File: src/rtl/core/wps_pkg.sv
// Shared types and constants for the WAV PCM stream parser.
`default_nettype none
package wps_pkg;

    // Result kinds
    localparam logic [1:0] KIND_FORMAT = 2'd0;
    localparam logic [1:0] KIND_SAMPLE = 2'd1;
    localparam logic [1:0] KIND_ERROR  = 2'd2;

    // Error codes
    localparam logic [3:0] ERR_NOT_RIFF     = 4'd0;
    localparam logic [3:0] ERR_NOT_WAVE     = 4'd1;
    localparam logic [3:0] ERR_REPEAT_FMT   = 4'd2;
    localparam logic [3:0] ERR_FMT_SHORT    = 4'd3;
    localparam logic [3:0] ERR_NOT_PCM      = 4'd4;
    localparam logic [3:0] ERR_CHANNELS     = 4'd5;
    localparam logic [3:0] ERR_ZERO_RATE    = 4'd6;
    localparam logic [3:0] ERR_BITS         = 4'd7;
    localparam logic [3:0] ERR_ALIGN        = 4'd8;
    localparam logic [3:0] ERR_BYTE_RATE    = 4'd9;
    localparam logic [3:0] ERR_DATA_NO_FMT  = 4'd10;
    localparam logic [3:0] ERR_SIZE_MULT    = 4'd11;
    localparam logic [3:0] ERR_SIZE_ZERO    = 4'd12;

    // Chunk tags, little-endian
    localparam logic [31:0] TAG_RIFF = 32'h4646_4952;
    localparam logic [31:0] TAG_WAVE = 32'h4556_4157;
    localparam logic [31:0] TAG_FMT  = 32'h2074_6D66;
    localparam logic [31:0] TAG_DATA = 32'h6174_6164;

    localparam logic [31:0] FMT_MIN = 32'd16;

    // Queue between parser and output stage
    localparam int QDEPTH = 2;
    localparam int QPTR_W = $clog2(QDEPTH);
    localparam int QCNT_W = $clog2(QDEPTH + 1);

    typedef struct packed {
        logic [1:0]  kind;
        logic [15:0] left_sample;
        logic [15:0] right_sample;
        logic        last_sample;
        logic [1:0]  channel_count;
        logic [4:0]  bits_per_channel;
        logic [31:0] sample_rate;
        logic [31:0] frame_count;
        logic [3:0]  error_code;
    } wps_result_t;

endpackage
`default_nettype wire

File: src/rtl/core/wps_front.sv
// Byte parser: walks the RIFF/WAVE container and builds result words.
`default_nettype none
module wps_front
    import wps_pkg::*;
(
    input  wire logic        clk,
    input  wire logic        rst_n,
    input  wire logic        byte_take,
    input  wire logic [7:0]  data_byte,
    input  wire logic        restart,
    output logic             res_push,
    output wps_result_t      res_word
);

    typedef enum logic [3:0] {
        PH_RIFF, PH_RSIZE, PH_WAVE, PH_CID, PH_CSIZE, PH_FTAG, PH_FCH,
        PH_FRATE, PH_FBRATE, PH_FALIGN, PH_FBITS, PH_SKIP, PH_DATA, PH_IDLE
    } phase_t;

    phase_t      phase_reg, phase_next, phase_cur;
    logic [1:0]  idx_reg, idx_next, idx_cur;
    logic [31:0] shift_reg, shift_next, shift_cur;
    logic [31:0] tag_reg, tag_next, tag_cur;
    logic [31:0] clen_reg, clen_next, clen_cur;
    logic [31:0] skip_reg, skip_next, skip_cur;
    logic [1:0]  ch_reg, ch_next, ch_cur;
    logic [4:0]  bits_reg, bits_next, bits_cur;
    logic [31:0] rate_reg, rate_next, rate_cur;
    logic [31:0] brate_reg, brate_next, brate_cur;
    logic [15:0] align_reg, align_next, align_cur;
    logic [31:0] frames_reg, frames_next, frames_cur;

    logic [3:0]  field_len;
    logic [31:0] field_val;
    logic        field_done;
    logic [6:0]  prod_cur, prod_new;
    logic [3:0]  div_cur, div_new;
    logic [34:0] brate_expect;
    logic [31:0] frames_dec;
    logic [15:0] left_s, right_s;

    // Restart byte sees the reset state
    always_comb
    begin
        if (restart)
        begin
            phase_cur  = PH_RIFF;
            idx_cur    = '0;
            shift_cur  = '0;
            tag_cur    = '0;
            clen_cur   = '0;
            skip_cur   = '0;
            ch_cur     = '0;
            bits_cur   = '0;
            rate_cur   = '0;
            brate_cur  = '0;
            align_cur  = '0;
            frames_cur = '0;
        end
        else
        begin
            phase_cur  = phase_reg;
            idx_cur    = idx_reg;
            shift_cur  = shift_reg;
            tag_cur    = tag_reg;
            clen_cur   = clen_reg;
            skip_cur   = skip_reg;
            ch_cur     = ch_reg;
            bits_cur   = bits_reg;
            rate_cur   = rate_reg;
            brate_cur  = brate_reg;
            align_cur  = align_reg;
            frames_cur = frames_reg;
        end
    end

    // Bytes per frame
    assign prod_cur = 7'(ch_cur) * 7'(bits_cur);
    assign div_cur  = prod_cur[6:3];

    // Field length per phase
    always_comb
    begin
        unique case (phase_cur)
            PH_FTAG, PH_FCH, PH_FALIGN, PH_FBITS: field_len = 4'd2;
            PH_DATA:                               field_len = div_cur;
            default:                               field_len = 4'd4;
        endcase
    end

    // Little-endian field assembly
    always_comb
    begin
        unique case (idx_cur)
            2'd0:    field_val = shift_cur | {24'd0, data_byte};
            2'd1:    field_val = shift_cur | {16'd0, data_byte, 8'd0};
            2'd2:    field_val = shift_cur | {8'd0, data_byte, 16'd0};
            default: field_val = shift_cur | {data_byte, 24'd0};
        endcase
    end
    assign field_done = ({2'b00, idx_cur} + 4'd1) >= field_len;

    assign prod_new = 7'(ch_cur) * 7'(field_val[4:0]);
    assign div_new  = prod_new[6:3];

    always_comb
    begin
        unique case (div_new)
            4'd2:    brate_expect = {2'b00, rate_cur, 1'b0};
            4'd4:    brate_expect = {1'b0, rate_cur, 2'b00};
            default: brate_expect = {3'b000, rate_cur};
        endcase
    end

    assign frames_dec = (frames_cur != '0) ? frames_cur - 32'd1 : frames_cur;

    // Sample split
    always_comb
    begin
        if (bits_cur == 5'd8)
        begin
            left_s  = {8'd0, field_val[7:0]};
            right_s = {8'd0, field_val[15:8]};
        end
        else
        begin
            left_s  = field_val[15:0];
            right_s = field_val[31:16];
        end
        if (ch_cur == 2'd1)
            right_s = left_s;
    end

    // Phase logic
    always_comb
    begin
        phase_next  = phase_cur;
        idx_next    = idx_cur;
        shift_next  = shift_cur;
        tag_next    = tag_cur;
        clen_next   = clen_cur;
        skip_next   = skip_cur;
        ch_next     = ch_cur;
        bits_next   = bits_cur;
        rate_next   = rate_cur;
        brate_next  = brate_cur;
        align_next  = align_cur;
        frames_next = frames_cur;
        res_push    = 1'b0;
        res_word    = '0;

        if (phase_cur != PH_SKIP && phase_cur != PH_IDLE)
        begin
            if (field_done)
            begin
                idx_next   = '0;
                shift_next = '0;
            end
            else
            begin
                idx_next   = idx_cur + 2'd1;
                shift_next = field_val;
            end
        end

        unique case (phase_cur)
            PH_RIFF:
                if (field_done)
                begin
                    if (field_val != TAG_RIFF)
                    begin
                        phase_next = PH_IDLE;
                        res_push = 1'b1;
                        res_word.kind = KIND_ERROR;
                        res_word.error_code = ERR_NOT_RIFF;
                    end
                    else
                        phase_next = PH_RSIZE;
                end
            PH_RSIZE:
                if (field_done)
                    phase_next = PH_WAVE;
            PH_WAVE:
                if (field_done)
                begin
                    if (field_val != TAG_WAVE)
                    begin
                        phase_next = PH_IDLE;
                        res_push = 1'b1;
                        res_word.kind = KIND_ERROR;
                        res_word.error_code = ERR_NOT_WAVE;
                    end
                    else
                        phase_next = PH_CID;
                end
            PH_CID:
                if (field_done)
                begin
                    tag_next   = field_val;
                    phase_next = PH_CSIZE;
                end
            PH_CSIZE:
                if (field_done)
                begin
                    clen_next = field_val;
                    if (tag_cur == TAG_FMT)
                    begin
                        if (ch_cur != '0 || field_val < FMT_MIN)
                        begin
                            phase_next = PH_IDLE;
                            res_push = 1'b1;
                            res_word.kind = KIND_ERROR;
                            res_word.error_code =
                                (ch_cur != '0) ? ERR_REPEAT_FMT : ERR_FMT_SHORT;
                        end
                        else
                            phase_next = PH_FTAG;
                    end
                    else if (tag_cur == TAG_DATA)
                    begin
                        res_push = 1'b1;
                        if (div_cur == '0)
                        begin
                            phase_next = PH_IDLE;
                            res_word.kind = KIND_ERROR;
                            res_word.error_code = ERR_DATA_NO_FMT;
                        end
                        else if ((div_cur == 4'd2 && field_val[0]) ||
                                 (div_cur == 4'd4 && field_val[1:0] != 2'b00))
                        begin
                            phase_next = PH_IDLE;
                            res_word.kind = KIND_ERROR;
                            res_word.error_code = ERR_SIZE_MULT;
                        end
                        else if (field_val == '0)
                        begin
                            phase_next = PH_IDLE;
                            res_word.kind = KIND_ERROR;
                            res_word.error_code = ERR_SIZE_ZERO;
                        end
                        else
                        begin
                            phase_next = PH_DATA;
                            if (div_cur == 4'd4)
                                frames_next = {2'b00, field_val[31:2]};
                            else if (div_cur == 4'd2)
                                frames_next = {1'b0, field_val[31:1]};
                            else
                                frames_next = field_val;
                            res_word.kind = KIND_FORMAT;
                            res_word.channel_count = ch_cur;
                            res_word.bits_per_channel = bits_cur;
                            res_word.sample_rate = rate_cur;
                            res_word.frame_count = frames_next;
                        end
                    end
                    else if (field_val != '0)
                    begin
                        skip_next  = field_val;
                        phase_next = PH_SKIP;
                    end
                    else
                        phase_next = PH_CID;
                end
            PH_FTAG:
                if (field_done)
                begin
                    if (field_val != 32'd1)
                    begin
                        phase_next = PH_IDLE;
                        res_push = 1'b1;
                        res_word.kind = KIND_ERROR;
                        res_word.error_code = ERR_NOT_PCM;
                    end
                    else
                        phase_next = PH_FCH;
                end
            PH_FCH:
                if (field_done)
                begin
                    if (field_val != 32'd1 && field_val != 32'd2)
                    begin
                        phase_next = PH_IDLE;
                        res_push = 1'b1;
                        res_word.kind = KIND_ERROR;
                        res_word.error_code = ERR_CHANNELS;
                    end
                    else
                    begin
                        ch_next    = field_val[1:0];
                        phase_next = PH_FRATE;
                    end
                end
            PH_FRATE:
                if (field_done)
                begin
                    rate_next = field_val;
                    if (field_val == '0)
                    begin
                        phase_next = PH_IDLE;
                        res_push = 1'b1;
                        res_word.kind = KIND_ERROR;
                        res_word.error_code = ERR_ZERO_RATE;
                    end
                    else
                        phase_next = PH_FBRATE;
                end
            PH_FBRATE:
                if (field_done)
                begin
                    brate_next = field_val;
                    phase_next = PH_FALIGN;
                end
            PH_FALIGN:
                if (field_done)
                begin
                    align_next = field_val[15:0];
                    phase_next = PH_FBITS;
                end
            PH_FBITS:
                if (field_done)
                begin
                    if (field_val != 32'd8 && field_val != 32'd16)
                    begin
                        phase_next = PH_IDLE;
                        res_push = 1'b1;
                        res_word.kind = KIND_ERROR;
                        res_word.error_code = ERR_BITS;
                    end
                    else
                    begin
                        bits_next = field_val[4:0];
                        if (align_cur != {12'd0, div_new})
                        begin
                            phase_next = PH_IDLE;
                            res_push = 1'b1;
                            res_word.kind = KIND_ERROR;
                            res_word.error_code = ERR_ALIGN;
                        end
                        else if (brate_expect != {3'b000, brate_cur})
                        begin
                            phase_next = PH_IDLE;
                            res_push = 1'b1;
                            res_word.kind = KIND_ERROR;
                            res_word.error_code = ERR_BYTE_RATE;
                        end
                        else if (clen_cur > FMT_MIN)
                        begin
                            skip_next  = clen_cur - FMT_MIN;
                            phase_next = PH_SKIP;
                        end
                        else
                            phase_next = PH_CID;
                    end
                end
            PH_SKIP:
            begin
                skip_next = (skip_cur != '0) ? skip_cur - 32'd1 : skip_cur;
                if (skip_next == '0)
                    phase_next = PH_CID;
            end
            PH_DATA:
                if (field_done)
                begin
                    frames_next = frames_dec;
                    if (frames_dec == '0)
                        phase_next = PH_IDLE;
                    res_push = 1'b1;
                    res_word.kind = KIND_SAMPLE;
                    res_word.left_sample = left_s;
                    res_word.right_sample = right_s;
                    res_word.last_sample = (frames_dec == '0);
                end
            PH_IDLE: ;
            default: ;
        endcase

        if (!byte_take)
            res_push = 1'b0;
    end

    always_ff @(posedge clk or negedge rst_n)
    begin
        if (!rst_n)
        begin
            phase_reg  <= PH_RIFF;
            idx_reg    <= '0;
            shift_reg  <= '0;
            tag_reg    <= '0;
            clen_reg   <= '0;
            skip_reg   <= '0;
            ch_reg     <= '0;
            bits_reg   <= '0;
            rate_reg   <= '0;
            brate_reg  <= '0;
            align_reg  <= '0;
            frames_reg <= '0;
        end
        else if (byte_take)
        begin
            phase_reg  <= phase_next;
            idx_reg    <= idx_next;
            shift_reg  <= shift_next;
            tag_reg    <= tag_next;
            clen_reg   <= clen_next;
            skip_reg   <= skip_next;
            ch_reg     <= ch_next;
            bits_reg   <= bits_next;
            rate_reg   <= rate_next;
            brate_reg  <= brate_next;
            align_reg  <= align_next;
            frames_reg <= frames_next;
        end
    end

endmodule
`default_nettype wire

File: src/rtl/core/wps_fifo.sv
// Short result queue between parser and output stage.
`default_nettype none
module wps_fifo
    import wps_pkg::*;
(
    input  wire logic        clk,
    input  wire logic        rst_n,
    input  wire logic        push,
    input  wps_result_t      push_word,
    output logic             has_room,
    input  wire logic        pop,
    output logic             not_empty,
    output wps_result_t      head_word
);

    wps_result_t             mem_reg [QDEPTH];
    logic [QPTR_W-1:0]       wr_ptr_reg, rd_ptr_reg;
    logic [QCNT_W-1:0]       count_reg;

    assign has_room  = count_reg != QCNT_W'(QDEPTH);
    assign not_empty = count_reg != '0;
    assign head_word = mem_reg[rd_ptr_reg];

    // Storage
    always_ff @(posedge clk)
    begin
        if (push)
            mem_reg[wr_ptr_reg] <= push_word;
    end

    // Pointers and fill count
    always_ff @(posedge clk or negedge rst_n)
    begin
        if (!rst_n)
        begin
            wr_ptr_reg <= '0;
            rd_ptr_reg <= '0;
            count_reg  <= '0;
        end
        else
        begin
            if (push)
                wr_ptr_reg <= (wr_ptr_reg == QPTR_W'(QDEPTH - 1)) ? '0 : wr_ptr_reg + 1'b1;
            if (pop)
                rd_ptr_reg <= (rd_ptr_reg == QPTR_W'(QDEPTH - 1)) ? '0 : rd_ptr_reg + 1'b1;
            if (push && !pop)
                count_reg <= count_reg + 1'b1;
            else if (pop && !push)
                count_reg <= count_reg - 1'b1;
        end
    end

endmodule
`default_nettype wire

File: src/rtl/core/wps_back.sv
// Output stage: pulls result words from the queue into the port register.
`default_nettype none
module wps_back
    import wps_pkg::*;
(
    input  wire logic        clk,
    input  wire logic        rst_n,
    input  wire logic        q_not_empty,
    input  wps_result_t      q_head,
    output logic             q_pop,
    output logic             out_valid,
    input  wire logic        out_ready,
    output wps_result_t      out_word
);

    logic        valid_reg;
    wps_result_t word_reg;

    assign q_pop     = q_not_empty && (!valid_reg || out_ready);
    assign out_valid = valid_reg;
    assign out_word  = word_reg;

    always_ff @(posedge clk or negedge rst_n)
    begin
        if (!rst_n)
            valid_reg <= 1'b0;
        else if (!valid_reg || out_ready)
            valid_reg <= q_not_empty;
    end

    always_ff @(posedge clk)
    begin
        if (q_pop)
            word_reg <= q_head;
    end

endmodule
`default_nettype wire

File: src/rtl/core/wav_pcm_stream_parser.sv
// Top level of the WAV PCM stream parser.
//
//  Channel | Handshake            | Word
//  --------+----------------------+---------------------------------------------
//  input   | in_valid / in_ready  | data_byte, restart
//  output  | out_valid/ out_ready | kind, samples, last, format fields, error
//
//  One byte is taken per cycle while in_ready is high; the parser decides each
//  byte in the cycle it is taken. A result is written to the result queue and
//  then moved into the output register. in_ready drops only when the two-entry result queue is full.
//  Reset clears the parser to expect a RIFF tag and empties queue and output.
`default_nettype none
module wav_pcm_stream_parser
    import wps_pkg::*;
(
    input  wire logic        clk,
    input  wire logic        rst_n,
    input  wire logic        in_valid,
    output logic             in_ready,
    input  wire logic [7:0]  data_byte,
    input  wire logic        restart,
    output logic             out_valid,
    input  wire logic        out_ready,
    output logic [1:0]       kind,
    output logic [15:0]      left_sample,
    output logic [15:0]      right_sample,
    output logic             last_sample,
    output logic [1:0]       channel_count,
    output logic [4:0]       bits_per_channel,
    output logic [31:0]      sample_rate,
    output logic [31:0]      frame_count,
    output logic [3:0]       error_code
);

    logic        byte_take;
    logic        res_push;
    wps_result_t res_word;
    logic        q_room, q_not_empty, q_pop;
    wps_result_t q_head, out_word;

    assign in_ready  = q_room;
    assign byte_take = in_valid && q_room;

    wps_front u_front (
        .clk       (clk),
        .rst_n     (rst_n),
        .byte_take (byte_take),
        .data_byte (data_byte),
        .restart   (restart),
        .res_push  (res_push),
        .res_word  (res_word)
    );

    wps_fifo u_fifo (
        .clk       (clk),
        .rst_n     (rst_n),
        .push      (res_push),
        .push_word (res_word),
        .has_room  (q_room),
        .pop       (q_pop),
        .not_empty (q_not_empty),
        .head_word (q_head)
    );

    wps_back u_back (
        .clk         (clk),
        .rst_n       (rst_n),
        .q_not_empty (q_not_empty),
        .q_head      (q_head),
        .q_pop       (q_pop),
        .out_valid   (out_valid),
        .out_ready   (out_ready),
        .out_word    (out_word)
    );

    assign kind             = out_word.kind;
    assign left_sample      = out_word.left_sample;
    assign right_sample     = out_word.right_sample;
    assign last_sample      = out_word.last_sample;
    assign channel_count    = out_word.channel_count;
    assign bits_per_channel = out_word.bits_per_channel;
    assign sample_rate      = out_word.sample_rate;
    assign frame_count      = out_word.frame_count;
    assign error_code       = out_word.error_code;

endmodule
`default_nettype wire
File: config.mk
export PLATFORM = sky130hd
export DESIGN_NAME = wav_pcm_stream_parser
export DESIGN_NICKNAME = d
export VERILOG_FILES = /design/src/rtl/core/wps_pkg.sv /design/src/rtl/core/wps_front.sv /design/src/rtl/core/wps_fifo.sv /design/src/rtl/core/wps_back.sv /design/src/rtl/core/wav_pcm_stream_parser.sv
export SDC_FILE = /design/constraint.sdc
export NUM_CORES = 2
export LEC_CHECK = 0
export ABC_AREA = 1
export BUFFER_PORTS_ARGS = -buffer_cell sky130_fd_sc_hd__buf_2
export CAP_MARGIN = 0
export CORE_ASPECT_RATIO = 0.8
export CORE_MARGIN = 2
export CORE_UTILIZATION = 65
export DETAILED_ROUTE_END_ITERATION = 8
export GPL_ROUTABILITY_DRIVEN = 0
export PLACE_DENSITY_LB_ADDON = 0.12
export SLEW_MARGIN = 0
export SYNTH_ARGS = -nofsm -noshare
export SYNTH_HDL_FRONTEND = slang
export SYNTH_SLANG_ARGS = --single-unit
File: constraint.sdc
create_clock -name clk -period 13.3 [get_ports clk]
set_input_delay 3.325 -clock clk [delete_from_list [all_inputs] [get_ports clk]]
set_output_delay 3.325 -clock clk [all_outputs]
set_load 0.005 [all_outputs]
==> out/qor.yml <==
run_status: "finished, violations left"
violations: "design-rule violations"
max-cap-violations: 0
ys_types: 52
synthArstFlopShare: 0.439
tns_ns: 0
avgSynthCellArea_um2: 7.42
netlist_instances: 4736
fillers: 4363
core_area_mm2: 0.0536
finalWirelength_um: 111000
synth_seq_cells: 588
crit_arrival_ns: 11.18
ys.flop_type: "edfxtp_1"
grt_pass1_wl_um: 170000
combPwrFrac: 0.466
skew_ns: 0.0626
intPower_mw: 4.29
fin_area_mm2: 0.0379
synth_edf_count: 330
power_frac_seq: 0.326
p_total_mw: 7.91
drive_above_1_share: 0.0767
clkPwrFrac: 0.208
num_io_pins: 125
wl_per_cell_um: 20.3
die_h_um: 212
most-common-layout-cells: "1156 x nand2_1, 570 x inv_1, 543 x nor2_1"
post_cts_resized: 0
max_stage_delay_ns: 0.68
initial_core_util: 0.655
vias: 33800
relSlewSlack: 0.0938
finalSetupViolations: 0
cts_tree: "done"
ant_nets: 0
grt_setup_unrepaired: "false"
finalNetCount: 4736
htreeDepth: 2
dpl-instance-area_mm2: 0.0360
numClockSinks: 588
cts_hold_buf: 0
fin_crit_sh: 0.799
clk_latency_ns: 0.68
tightest_slew_ns: 1.33
maxSlewViolCount: 0
holdCritPathClass: "reg -> reg"
grt-ovfl-total: 0
post_cts_buffers: 0
vdd_drop_max_mv: 0.159
dieWidth_um: 264
utilization: 0.707
syn_area_mm2: 0.0352
ys_warn_count: 0
dp_hpwl_um: 74100
period_minus_slack_ns: 10.63
cpMostUsedCell: "nand2_1"
antenna_found_initial: 4
drt_iter0_drc: 5599
cts_buffers: 58
first_pass_iters: 9
syn_nets: 4762
post-route-drc-count: 13
syn_to_final_growth_pct: 7.82
grt_max_degree: 110
crit_fanout: 77
grtUsageTotal: 0.391
end_kind: "flip-flop"
placed_cells: 5352
via_per_inst: 6.19
p_sw_mw: 3.63
portBuffers: 124
largest_reg_flops: 220
ys_seq_area_frac: 0.466
slowest_stage: "buf_4"
p_sw_frac: 0.458
dieArea_mm2: 0.0560
required_ns: 13.85
grt_pass1_vias: 30100
power_density_mw_per_mm2: 209
cts.clk_slew.worst_paths_ns: 0.06
clock.fmax_mhz: 94.1
fin_cells: 5469
crit_type: "in -> reg"
final_common_cell: "nand2_1"
clockBufferDepth: 3
leakage_nw: 17.0
hold_viol_final: 0
start_kind: "primary input"
cts_root_buf: "clkbuf_16"
rows: 76
routing by layer:
| layer | up-vias | global-route usage | wire length [um] |
|---|---|---|---|
| li1 | 15600 | - | - |
| met1 | 15500 | 0.548 | 43000 |
| met2 | 2326 | 0.558 | 45600 |
| met3 | 440 | 0.119 | 16100 |
| met4 | 2 | 0.186 | 6120 |
| met5 | - | 0.00785 | 58 |
final cells by class:
type	count	area, um2	area share
Sequential cell	588	16400	0.432
Multi-Input combinational cell	3270	15400	0.405
Inverter	614	2320	0.0612
Clock buffer	74	1540	0.0407
Timing Repair Buffer	178	1050	0.0277
Tap cell	702	878	0.0232
Clock inverter	35	367	0.00967
Antenna cell	8	20.0	0.000528
synthesized netlist by cell type, drive strengths merged (3+ instances only):
| cell | count | area (um2) |
|---|---|---|
| edfxtp | 330 | 9910 |
| nand4 | 120 | 751 |
| o21ai | 515 | 2590 |
| nor2 | 565 | 2210 |
| o22a | 8 | 70.1 |
| clkbuf | 169 | 636 |
| nand3 | 240 | 1240 |
| ha | 13 | 163 |
| a2111oi | 3 | 26.3 |
| o22ai | 39 | 244 |
| nand3b | 6 | 45.0 |
| a21oi | 322 | 1630 |
| a22oi | 4 | 30.0 |
| or2 | 5 | 31.3 |
| xnor2 | 8 | 70.1 |
| o211ai | 40 | 300 |
| o2111ai | 3 | 26.3 |
| clkinv | 8 | 30.0 |
| inv | 606 | 2280 |
| a211oi | 11 | 82.6 |
| nor4 | 26 | 163 |
| buf | 95 | 539 |
| dfrtp | 258 | 6460 |
| a31oi | 11 | 68.8 |
| nor3 | 69 | 345 |
| nand2 | 1176 | 4470 |
| xor2 | 61 | 534 |
| a221oi | 10 | 87.6 |
through the flow:
step	setup WS [ns]	hold WS, ns
after floorplan	1.26	0.442
after global placement	2.58	0.461
after detailed placement	2.45	0.463
after CTS	3.08	0.478
after global routing	2.32	0.498
final	2.67	0.475
critical path: cells and delay by family:
family	cells	cell delay, ns
buffers and inverters	5	1.74
adder cells (fa/ha/maj)	2	0.63
AND/OR/NAND/NOR	23	4.58
AO/OA/AOI/OAI	3	0.59
XOR/XNOR	1	0.16
kinds of logic (layout without fill, tap and decap cells):
logic type	Yosys count	count (layout)	synth area share
AOI/OAI and AO/OA	975	975	0.149
xor gates and xnor gates	69	69	0.0172
adders and majority gates	13	13	0.00463
buffers and inverters	878	901	0.0991
DFF	588	588	0.466
other	0	8	0
and+or+nand+nor	2213	2213	0.265
power by group through the flow:
| stage | Clock [mW] | Combinational, mW | Sequential (mW) |
|---|---|---|---|
| CTS | 1.65 | 3.52 | 2.58 |
| detailed placement | 0 | 3.50 | 2.61 |
| global placement | 0 | 3.45 | 2.60 |
| global route | 1.73 | 3.97 | 2.62 |
| floorplan | 0 | 2.38 | 2.63 |
| finish | 1.64 | 3.68 | 2.58 |
final timing paths:
path                                                 from  cells past startpoint  slack [ns]                                  to
setup reg to reg           u_front.idx_reg[0]$_DFFE_PN0P_                     33        6.15     u_fifo.count_reg[1]$_DFFE_PN0P_
hold reg to reg             u_fifo.wr_ptr_reg$_DFFE_PN0P_                      2        0.48       u_fifo.wr_ptr_reg$_DFFE_PN0P_
max in group asynchronous                           rst_n                      3        8.51       u_fifo.rd_ptr_reg$_DFFE_PN0P_
hold / removal              u_fifo.wr_ptr_reg$_DFFE_PN0P_                      2        0.48       u_fifo.wr_ptr_reg$_DFFE_PN0P_
min in group asynchronous                           rst_n                      1        2.60  u_front.frames_reg[19]$_DFFE_PN0P_
setup / recovery                                  restart                     34        2.67     u_fifo.count_reg[1]$_DFFE_PN0P_
Note: power is estimated with default switching activity, not from simulation.
